## src/hdl/hte_pkg.sv

```systemverilog
// Shared types, entity tables and helper functions for the HTML text escaper.
`timescale 1ns / 1ps

package hte_pkg;

    localparam int QUEUE_DEPTH = 4;
    localparam int QUEUE_PTR_W = $clog2(QUEUE_DEPTH);
    localparam int QUEUE_CNT_W = $clog2(QUEUE_DEPTH + 1);
    localparam int RUN_IDX_W   = 5;

    localparam logic [7:0] CHAR_LT  = 8'h3C;
    localparam logic [7:0] CHAR_GT  = 8'h3E;
    localparam logic [7:0] CHAR_CR  = 8'h0D;
    localparam logic [7:0] CHAR_LF  = 8'h0A;
    localparam logic [7:0] CHAR_SP  = 8'h20;
    localparam logic [7:0] CHAR_TAB = 8'h09;

    localparam logic [7:0] LT_RUN [4]   = '{8'h26, 8'h6C, 8'h74, 8'h3B};
    localparam logic [7:0] GT_RUN [4]   = '{8'h26, 8'h67, 8'h74, 8'h3B};
    localparam logic [7:0] BR_RUN [4]   = '{8'h3C, 8'h62, 8'h72, 8'h3E};
    localparam logic [7:0] NBSP_RUN [6] = '{8'h26, 8'h6E, 8'h62, 8'h73, 8'h70, 8'h3B};
    localparam logic [7:0] TAB_RUN [18] = '{
        8'h26, 8'h6E, 8'h62, 8'h73, 8'h70, 8'h3B,
        8'h26, 8'h6E, 8'h62, 8'h73, 8'h70, 8'h3B,
        8'h26, 8'h6E, 8'h62, 8'h73, 8'h70, 8'h3B
    };

    typedef enum logic [2:0] {
        CLS_PASS,
        CLS_LT,
        CLS_GT,
        CLS_BR,
        CLS_NBSP,
        CLS_TAB,
        CLS_DROP
    } cls_t;

    typedef struct packed {
        cls_t       cls;
        logic [7:0] raw;
    } item_t;

    // Index of the final byte of the run that a class produces.
    function automatic logic [RUN_IDX_W-1:0] run_last(input cls_t cls);
        logic [RUN_IDX_W-1:0] last;
        unique case (cls)
            CLS_LT, CLS_GT, CLS_BR: last = RUN_IDX_W'(3);
            CLS_NBSP:               last = RUN_IDX_W'(5);
            CLS_TAB:                last = RUN_IDX_W'(17);
            default:                last = '0;
        endcase
        return last;
    endfunction

    function automatic logic [7:0] run_byte(input cls_t cls, input logic [RUN_IDX_W-1:0] idx,
                                            input logic [7:0] raw);
        logic [7:0] b;
        unique case (cls)
            CLS_LT:   b = LT_RUN[idx[1:0]];
            CLS_GT:   b = GT_RUN[idx[1:0]];
            CLS_BR:   b = BR_RUN[idx[1:0]];
            CLS_NBSP: b = NBSP_RUN[idx[2:0]];
            CLS_TAB:  b = TAB_RUN[idx];
            default:  b = raw;
        endcase
        return b;
    endfunction

endpackage

```

## src/hdl/hte_front.sv

```systemverilog
// Front end: sorts each accepted byte into the kind of run it expands to.
`timescale 1ns / 1ps

module hte_front (
    input  logic          esc_ws,
    input  logic [7:0]    in_byte,
    output hte_pkg::item_t item
);

    always_comb
    begin
        item.raw = in_byte;
        priority if (in_byte == hte_pkg::CHAR_LT)
            item.cls = hte_pkg::CLS_LT;
        else if (in_byte == hte_pkg::CHAR_GT)
            item.cls = hte_pkg::CLS_GT;
        else if (esc_ws && in_byte == hte_pkg::CHAR_CR)
            item.cls = hte_pkg::CLS_DROP;
        else if (esc_ws && in_byte == hte_pkg::CHAR_LF)
            item.cls = hte_pkg::CLS_BR;
        else if (esc_ws && in_byte == hte_pkg::CHAR_SP)
            item.cls = hte_pkg::CLS_NBSP;
        else if (esc_ws && in_byte == hte_pkg::CHAR_TAB)
            item.cls = hte_pkg::CLS_TAB;
        else
            item.cls = hte_pkg::CLS_PASS;
    end

endmodule

```

## src/hdl/hte_queue.sv

```systemverilog
// Short queue of classified items between the front end and the run emitter.
`timescale 1ns / 1ps

module hte_queue (
    input  logic           clk,
    input  logic           rst_n,
    input  logic           wr_en,
    input  hte_pkg::item_t wr_item,
    output logic           full,
    input  logic           rd_en,
    output logic           rd_valid,
    output hte_pkg::item_t rd_item
);

    hte_pkg::item_t                    mem [hte_pkg::QUEUE_DEPTH];
    logic [hte_pkg::QUEUE_PTR_W-1:0]   wr_ptr_reg, wr_ptr_next;
    logic [hte_pkg::QUEUE_PTR_W-1:0]   rd_ptr_reg, rd_ptr_next;
    logic [hte_pkg::QUEUE_CNT_W-1:0]   count_reg, count_next;

    assign full     = (count_reg == hte_pkg::QUEUE_CNT_W'(hte_pkg::QUEUE_DEPTH));
    assign rd_valid = (count_reg != '0);
    assign rd_item  = mem[rd_ptr_reg];

    always_comb
    begin
        wr_ptr_next = wr_en ? wr_ptr_reg + 1'b1 : wr_ptr_reg;
        rd_ptr_next = rd_en ? rd_ptr_reg + 1'b1 : rd_ptr_reg;
        unique case ({wr_en, rd_en})
            2'b10:   count_next = count_reg + 1'b1;
            2'b01:   count_next = count_reg - 1'b1;
            default: count_next = count_reg;
        endcase
    end

    always_ff @(posedge clk)
    begin
        if (wr_en)
            mem[wr_ptr_reg] <= wr_item;
    end

    always_ff @(posedge clk or negedge rst_n)
    begin
        if (!rst_n)
        begin
            wr_ptr_reg <= '0;
            rd_ptr_reg <= '0;
            count_reg  <= '0;
        end
        else
        begin
            wr_ptr_reg <= wr_ptr_next;
            rd_ptr_reg <= rd_ptr_next;
            count_reg  <= count_next;
        end
    end

endmodule

```

## src/hdl/hte_back.sv

```systemverilog
// Back end: walks the run of the head item into an output register, one byte per cycle when it is empty or popped.
`timescale 1ns / 1ps

module hte_back (
    input  logic           clk,
    input  logic           rst_n,
    input  logic           q_valid,
    input  hte_pkg::item_t q_item,
    output logic           q_pop,
    output logic           empty,
    input  logic           pop,
    output logic [7:0]     out_byte,
    output logic           last_of_run
);

    logic [hte_pkg::RUN_IDX_W-1:0] idx_reg, idx_next;
    logic                          valid_reg, valid_next;
    logic [7:0]                    byte_reg;
    logic                          last_reg;
    logic                          load;
    logic                          at_last;

    assign empty       = !valid_reg;
    assign out_byte    = byte_reg;
    assign last_of_run = last_reg;

    // With an item queued, the output register refills when it is empty or its byte is being taken.
    assign load    = q_valid && (!valid_reg || pop);
    assign at_last = (idx_reg == hte_pkg::run_last(q_item.cls));
    assign q_pop   = load && at_last;

    always_comb
    begin
        idx_next   = idx_reg;
        valid_next = valid_reg;
        if (load)
        begin
            idx_next   = at_last ? '0 : idx_reg + 1'b1;
            valid_next = 1'b1;
        end
        else if (pop)
            valid_next = 1'b0;
    end

    always_ff @(posedge clk)
    begin
        if (load)
        begin
            byte_reg <= hte_pkg::run_byte(q_item.cls, idx_reg, q_item.raw);
            last_reg <= at_last;
        end
    end

    always_ff @(posedge clk or negedge rst_n)
    begin
        if (!rst_n)
        begin
            idx_reg   <= '0;
            valid_reg <= 1'b0;
        end
        else
        begin
            idx_reg   <= idx_next;
            valid_reg <= valid_next;
        end
    end

endmodule

```

## src/hdl/html_text_escaper.sv

```systemverilog
// Top level of the HTML text escaper.
`timescale 1ns / 1ps

// Each input byte expands into a run of escaped bytes, the last marked by last_of_run.
// Plain bytes emit themselves; CR, with whitespace escaping on, emits nothing. An entity run
// emits 4 bytes for angle brackets and newline, 6 for space and 18 for tab, one byte per
// cycle while the back end's output is free or popped. A four-entry queue between
// classification and emission accepts input while a run drains, until it is full.
// Write escape_whitespace on the configuration channel only while the block is idle.
module html_text_escaper (
    input  logic       clk,
    input  logic       rst_n,
    input  logic       push,
    output logic       full,
    input  logic [7:0] in_byte,
    output logic       empty,
    input  logic       pop,
    output logic [7:0] out_byte,
    output logic       last_of_run,
    input  logic       cfg_valid,
    output logic       cfg_ready,
    input  logic       cfg_data
);

    logic           esc_ws_reg;
    hte_pkg::item_t front_item;
    hte_pkg::item_t q_item;
    logic           q_full;
    logic           q_valid;
    logic           q_pop;
    logic           accept;
    logic           q_wr;

    assign cfg_ready = 1'b1;
    assign full      = q_full;
    assign accept    = push && !q_full;
    // Dropped bytes complete their transfer but never enter the queue.
    assign q_wr      = accept && (front_item.cls != hte_pkg::CLS_DROP);

    always_ff @(posedge clk or negedge rst_n)
    begin
        if (!rst_n)
            esc_ws_reg <= 1'b1;
        else if (cfg_valid && cfg_ready)
            esc_ws_reg <= cfg_data;
    end

    hte_front u_front (
        .esc_ws  (esc_ws_reg),
        .in_byte (in_byte),
        .item    (front_item)
    );

    hte_queue u_queue (
        .clk      (clk),
        .rst_n    (rst_n),
        .wr_en    (q_wr),
        .wr_item  (front_item),
        .full     (q_full),
        .rd_en    (q_pop),
        .rd_valid (q_valid),
        .rd_item  (q_item)
    );

    hte_back u_back (
        .clk         (clk),
        .rst_n       (rst_n),
        .q_valid     (q_valid),
        .q_item      (q_item),
        .q_pop       (q_pop),
        .empty       (empty),
        .pop         (pop),
        .out_byte    (out_byte),
        .last_of_run (last_of_run)
    );

endmodule

```

## config.mk

```make
export PLATFORM = sky130hd
export DESIGN_NAME = html_text_escaper
export DESIGN_NICKNAME = d
export VERILOG_FILES = /design/src/hdl/hte_pkg.sv /design/src/hdl/hte_front.sv /design/src/hdl/hte_queue.sv /design/src/hdl/hte_back.sv /design/src/hdl/html_text_escaper.sv
export SDC_FILE = /design/constraint.sdc
export NUM_CORES = 1
export LEC_CHECK = 0
export ABC_AREA = 1
export BUFFER_PORTS_ARGS = -buffer_cell sky130_fd_sc_hd__buf_2
export CELL_PAD_IN_SITES_DETAIL_PLACEMENT = 1
export CELL_PAD_IN_SITES_GLOBAL_PLACEMENT = 2
export CORE_ASPECT_RATIO = 1.5
export CORE_MARGIN = 2
export CORE_UTILIZATION = 25
export CTS_CLUSTER_DIAMETER = 60
export DETAILED_ROUTE_END_ITERATION = 8
export GPL_TIMING_DRIVEN = 0
export PLACE_DENSITY_LB_ADDON = 0.1
export SLEW_MARGIN = 20
export SYNTH_ARGS = -nofsm -noshare
export SYNTH_HDL_FRONTEND = slang
export SYNTH_HIERARCHICAL = 1
export SYNTH_SLANG_ARGS = --single-unit
```

## constraint.sdc

```tcl
create_clock -name clk -period 3.2 [get_ports clk]
set_clock_uncertainty 0.15 [all_clocks]
set_input_delay 0.32 -clock clk [delete_from_list [all_inputs] [get_ports clk]]
set_output_delay 0.32 -clock clk [all_outputs]
set_load 0.02 [all_outputs]
```

---- Yosys cells after proc, flatten, opt, wreduce, memory -nomap -nowiden ----
Memory sizes are Yosys's and may differ from the RTL's.
Cells that the tools add are included.
Widths: inputs -> output; s select.
storage, ports and cells
  flip-flop bits (word level) ............. 23
  memory bits (writable) .................. 44
  memory bits (read-only) ................. 320
  input bits .............................. 14
  output and inout bits ................... 12
  logic and storage cells ................. 80
  memories kept ........................... 3
memories
  name              depth  width  rd ports  clocked after memory_dff  wr ports  line             source
  (name not given)  32     8      1         0                         0         hte_pkg.sv:63    CLS_TAB: b = TAB_RUN[idx];
  (name not given)  8      8      1         0                         0         hte_pkg.sv:62    CLS_NBSP: b = NBSP_RUN[idx[2:0]];
  u_queue.mem       4      11     1         0                         1         hte_queue.sv:15  hte_pkg::item_t mem [hte_pkg::QUEUE_DEPTH];
cells by class
  $add $sub $neg .......................... 5
  $lt $le $gt $ge ......................... 3
  eq/ne operators ......................... 16
  multiplexer cells ....................... 27
  bitwise gates (word level) .............. 3
  reduce and logical (&&, ||, !) cells .... 15
operators with widths
  kind                 number
  $mux 8               10
  $bmux 8 s2           3
  $pmux 8 s5           1
  $eq 8x4->1 const B   3
  $eq 8x6->1 const B   3
  $mux 3               6
  $pmux 5 s3           1
  $eq 3x3->1 const B   3
  $logic_and 1x1->1    8
  $eq 3x2->1 const B   2
  $ge 6x6->1 const B   1
  $not 5->6            1
  $pmux 3 s2           1
  $add 5x1->5 const B  1
  $eq 5x5->1           1
  $mux 5               1
  $add 2x1->2 const B  2
  $ge 4x4->1 const B   1
  $mux 1               4
  $not 3->4            1
  $reduce_bool 2->1    2
  $add 3x1->3 const B  1
  $eq 3x1->1 const B   1
  $ge 3x3->1 const B   1
  9 further kinds      10

---- Longest topological paths before layout ----
  depth after elaboration ................. 12
  gate-level depth with buffers ........... 21
  mapped depth without buffers ............ 20

---- Cells and area by module ----
Netlist, hierarchy kept.
modules (own cells, without submodules)
  module             times used  cells an instance  area an instance (um^2)  sequential area each (um^2)
  hte_queue          1           177                2187.1                   1496.4
  hte_back           1           169                1242.4                   420.4
  hte_front          1           45                 214.0                    0.0
  html_text_escaper  1           12                 76.3                     26.3

---- Worst setup path before layout ----
No wires, ideal clock.
  kind .................................... register to register
  from .................................... register u_queue/rd_ptr_reg[0] (netlist name)
  to ...................................... register u_queue/count_reg[2] (netlist name)
  library setup time ...................... 117 ps
  arrival time ............................ 2477 ps
  data required time ...................... 2933 ps
  path slack .............................. 456 ps
  cell stages (with the launch flop) ...... 19
  buffers on the path ..................... 2
  period minus slack after synthesis ...... 2744 ps
  path through ............................ dfrtp_1 -> buf_6 -> buf_6 -> o211ai_1 -> nand2_1 -> nor2_1 -> nand2_2 -> nand2_2 -> nand2_2 -> nor2_4 -> nand3_4 -> nor2_4 -> ha_1 -> inv_1 -> fa_1 -> nand2_1 -> nand3_1 -> nand2_1 -> nand2_1
RTL lines
  element                   line             source
  start: declaration        hte_queue.sv:17  logic [hte_pkg::QUEUE_PTR_W-1:0] rd_ptr_reg, rd_ptr_next;
  start signal: assignment  hte_queue.sv:52  rd_ptr_reg <= rd_ptr_next;
  end signal: assignment    hte_queue.sv:53  count_reg <= count_next;
  end: declaration          hte_queue.sv:18  logic [hte_pkg::QUEUE_CNT_W-1:0] count_reg, count_next;

==> metrics.csv <==
metric,value,unit
register area share after synthesis,52.2,%
Power Dens Cells,1020,nW/µm²
Synth async-reset ratio,20.9,%
area of the multi-input gates,1360,µm²
via/cell ratio,4.23,
area occupied by registers,1940,µm²
busiest layer in global routing,met2,
Fillers,1716,
Synth Flop Type,edfxtp_1,
final worst setup slack,0.281,ns
Area Overhead vs Synth,19.2,%
# Max-Cap Violations,0,
NumNets Final,473,
min cycle time layout,2.92,ns
Syn Inst Count,403,
Seq pwr share,30.5,%
TritonRoute pass-1 iters,4,
Critical Path AT,2.99,ns
initial core utilization,25.6,%
GRT met1 Usage,13.7,%
Critical Path RT,3.27,ns
layout cells sized above 1,20.5,%
Syn Area/Cell,9.23,µm²
Final Max Tran Viols,0,
Worst Hold Slack,0.0310,ns
post-route cell area,4430,µm²
clock-pin transition on the worst setup and hold timing paths,0.05,ns
Die Wd,104,µm
Worst Setup End Kind,flip-flop,
syn nets,432,
"count leader, synth",nand2_1,
grt met3 use,2.73,%
Clock Power Share,20.0,%
diode count,0,
first-pass GRT wire length,15800,µm
final worst-path cycle share,91.2,%
Detail Route Antenna Nets,0,
Least-Margin Pin Slew,0.551,ns
worst hold path type,in -> reg,
Total GRT Usage,13.2,%
initial antenna violation count,0,
Die ar.,15900,µm²
unique cell type count in the Yosys netlist,32,
internal power,2.56,mW
Iter 0 DRT Violations,47,
Placed Area,4090,µm²
status,completed,
mapped cell area,3720,µm²
Clock Path Buffers,2,
die height,153,µm
Yosys top cell by area,edfxtp_1,
startpoint types,flip-flop,
core area,14500,µm²
detail-routed net length per standard cell,15.2,µm
via count,2730,
clock latency on the worst-skew pair,0.33,ns
RSZ-0062 raised after global routing,false,
dpl ws,-0.0388,ns
pin count of the biggest net entering global routing,15,
WL final,9790,µm
crit-path max FO,10,
CTS sink count,67,
Syn. warnings,6,
setup tns final,0,ns
M2 GR Usage,25.9,%
critical path type,reg -> reg,
Final Hold Viols,0,
hpwl dp,7550,µm
LEAKAGE,2.01,nW
top cells by instance count after synthesis,"99 x nand2_1, 68 x inv_1, 53 x edfxtp_1",
I/O pins,26,
CTS H-Tree Depth,3,
FP Rows,54,
Post-synth EDFFs,53,
synth top area cells,"edfxtp_1 43%, nand2_1 10%, dfrtp_1 8.7%",
switching power,1.95,mW
CTS tree,done,
share of the synthesized area in the top cell type,42.8,%
detailed-route DRC error count,0,
f_max,343,MHz
total power,4.51,mW
Largest register FFs,44,
grt ovf,0,
Rel. slew slack,63.2,%
I/O Buffers,24,
Yosys reg bits,67,
Root Buffer,clkbuf_16,
routability cong.,0.800,
vias in the first global route,2966,
clock buffer count from CTS,9,
Finish-stage setup viols,0,
sw frac,43.2,%
Comb pwr share,49.4,%
Peak supply drop,0.000322,V
==> worst paths after layout <==
kind,start,endpoint,slack [ns],cells past startpoint
max in group asynchronous,rst_n,esc_ws_reg,2.30,2
worst min-delay path,cfg_data,esc_ws_reg,0.03,3
min in group asynchronous,rst_n,u_back/idx_reg[3],0.28,2
worst max-delay path,u_queue/rd_ptr_reg[0],u_queue/count_reg[2],0.28,18
worst max register to register,u_queue/rd_ptr_reg[0],u_queue/count_reg[2],0.28,18
worst min register to register,u_queue/count_reg[2],u_queue/count_reg[2],0.33,2
==> placed cells by master, fill, tap and decap left out, types with 13 or more instances in the layout <==
| master | count |
|---|---|
| nor2_1 | 24 |
| edfxtp_1 | 53 |
| nand2_1 | 96 |
| ha_1 | 14 |
| inv_1 | 68 |
| nand3_1 | 25 |
| buf_2 | 28 |
| dfrtp_1 | 13 |
| o211ai_1 | 23 |
| buf_4 | 15 |
==> power groups by stage <==
stage	registers [mW]	logic, mW	clock network, mW
final	1.38	2.23	0.905
after global routing	1.41	2.53	0.979
after CTS	1.39	2.26	0.938
after detailed placement	1.40	2.23	0
after global placement	1.39	2.22	0
after floorplan	1.44	1.50	0
==> layer usage <==
metal	wire length [µm]	part of all wire, %
met4	143	1.5
met3	153	1.6
met1	3740	38
met2	5750	59
met5	0	0
==> logic make-up (layout without fill, tap and decap cells) <==
family / after synthesis / in the layout / share of synthesized area [%]
AO/OA/AOI/OAI: 45 / 45 / 7.87
XOR/XNOR: 6 / 6 / 1.41
adder cells (fa/ha/maj): 15 / 15 / 5.25
buffers and inverters: 93 / 139 / 11.6
flip-flops: 67 / 67 / 52.2
other: 1 / 1 / 0.101
AND/OR/NAND/NOR: 176 / 176 / 21.6
==> repair_timing <==
item                       in CTS  in global routing
buffers inserted                1                  3
setup endpoints to repair       1                  2
resized for setup               1                  6
hold buffers                    2                  0
hold endpoints to repair       14                  0
pin swaps                       1                  4
==> layout make-up <==
| type | count | share of cell area [%] |
|---|---|---|
| Tap cell | 196 | 5.53 |
| Multi-Input combinational cell | 243 | 30.8 |
| Sequential cell | 67 | 43.8 |
| Clock inverter | 2 | 0.282 |
| Buffer | 20 | 3.58 |
| Clock buffer | 14 | 5.95 |
| Timing Repair Buffer | 30 | 3.84 |
| Inverter | 73 | 6.24 |
==> critical path, cell delays in order (launching register included) <==
cell      delay [ns]
dfrtp_1         0.37
buf_6           0.15
buf_6           0.16
o211ai_1        0.20
nand2_2         0.13
nor2_2          0.16
nand2_2         0.13
nand2_2         0.09
nand2_2         0.06
nor2_4          0.10
nand3_4         0.11
nor2_4          0.12
ha_1            0.17
inv_1           0.06
fa_1            0.38
inv_1           0.06
nand2_1         0.06
nand4_1         0.09
nand2_1         0.06
==> through the flow <==
stage | std cells | utilization [%]
after floorplan | 403 | -
after global placement | 623 | 28.1
after detailed placement | 623 | 28.1
after CTS | 642 | 30.2
after global routing | 645 | 30.5
final | 645 | 30.5
(Power assumes the default switching activity.)
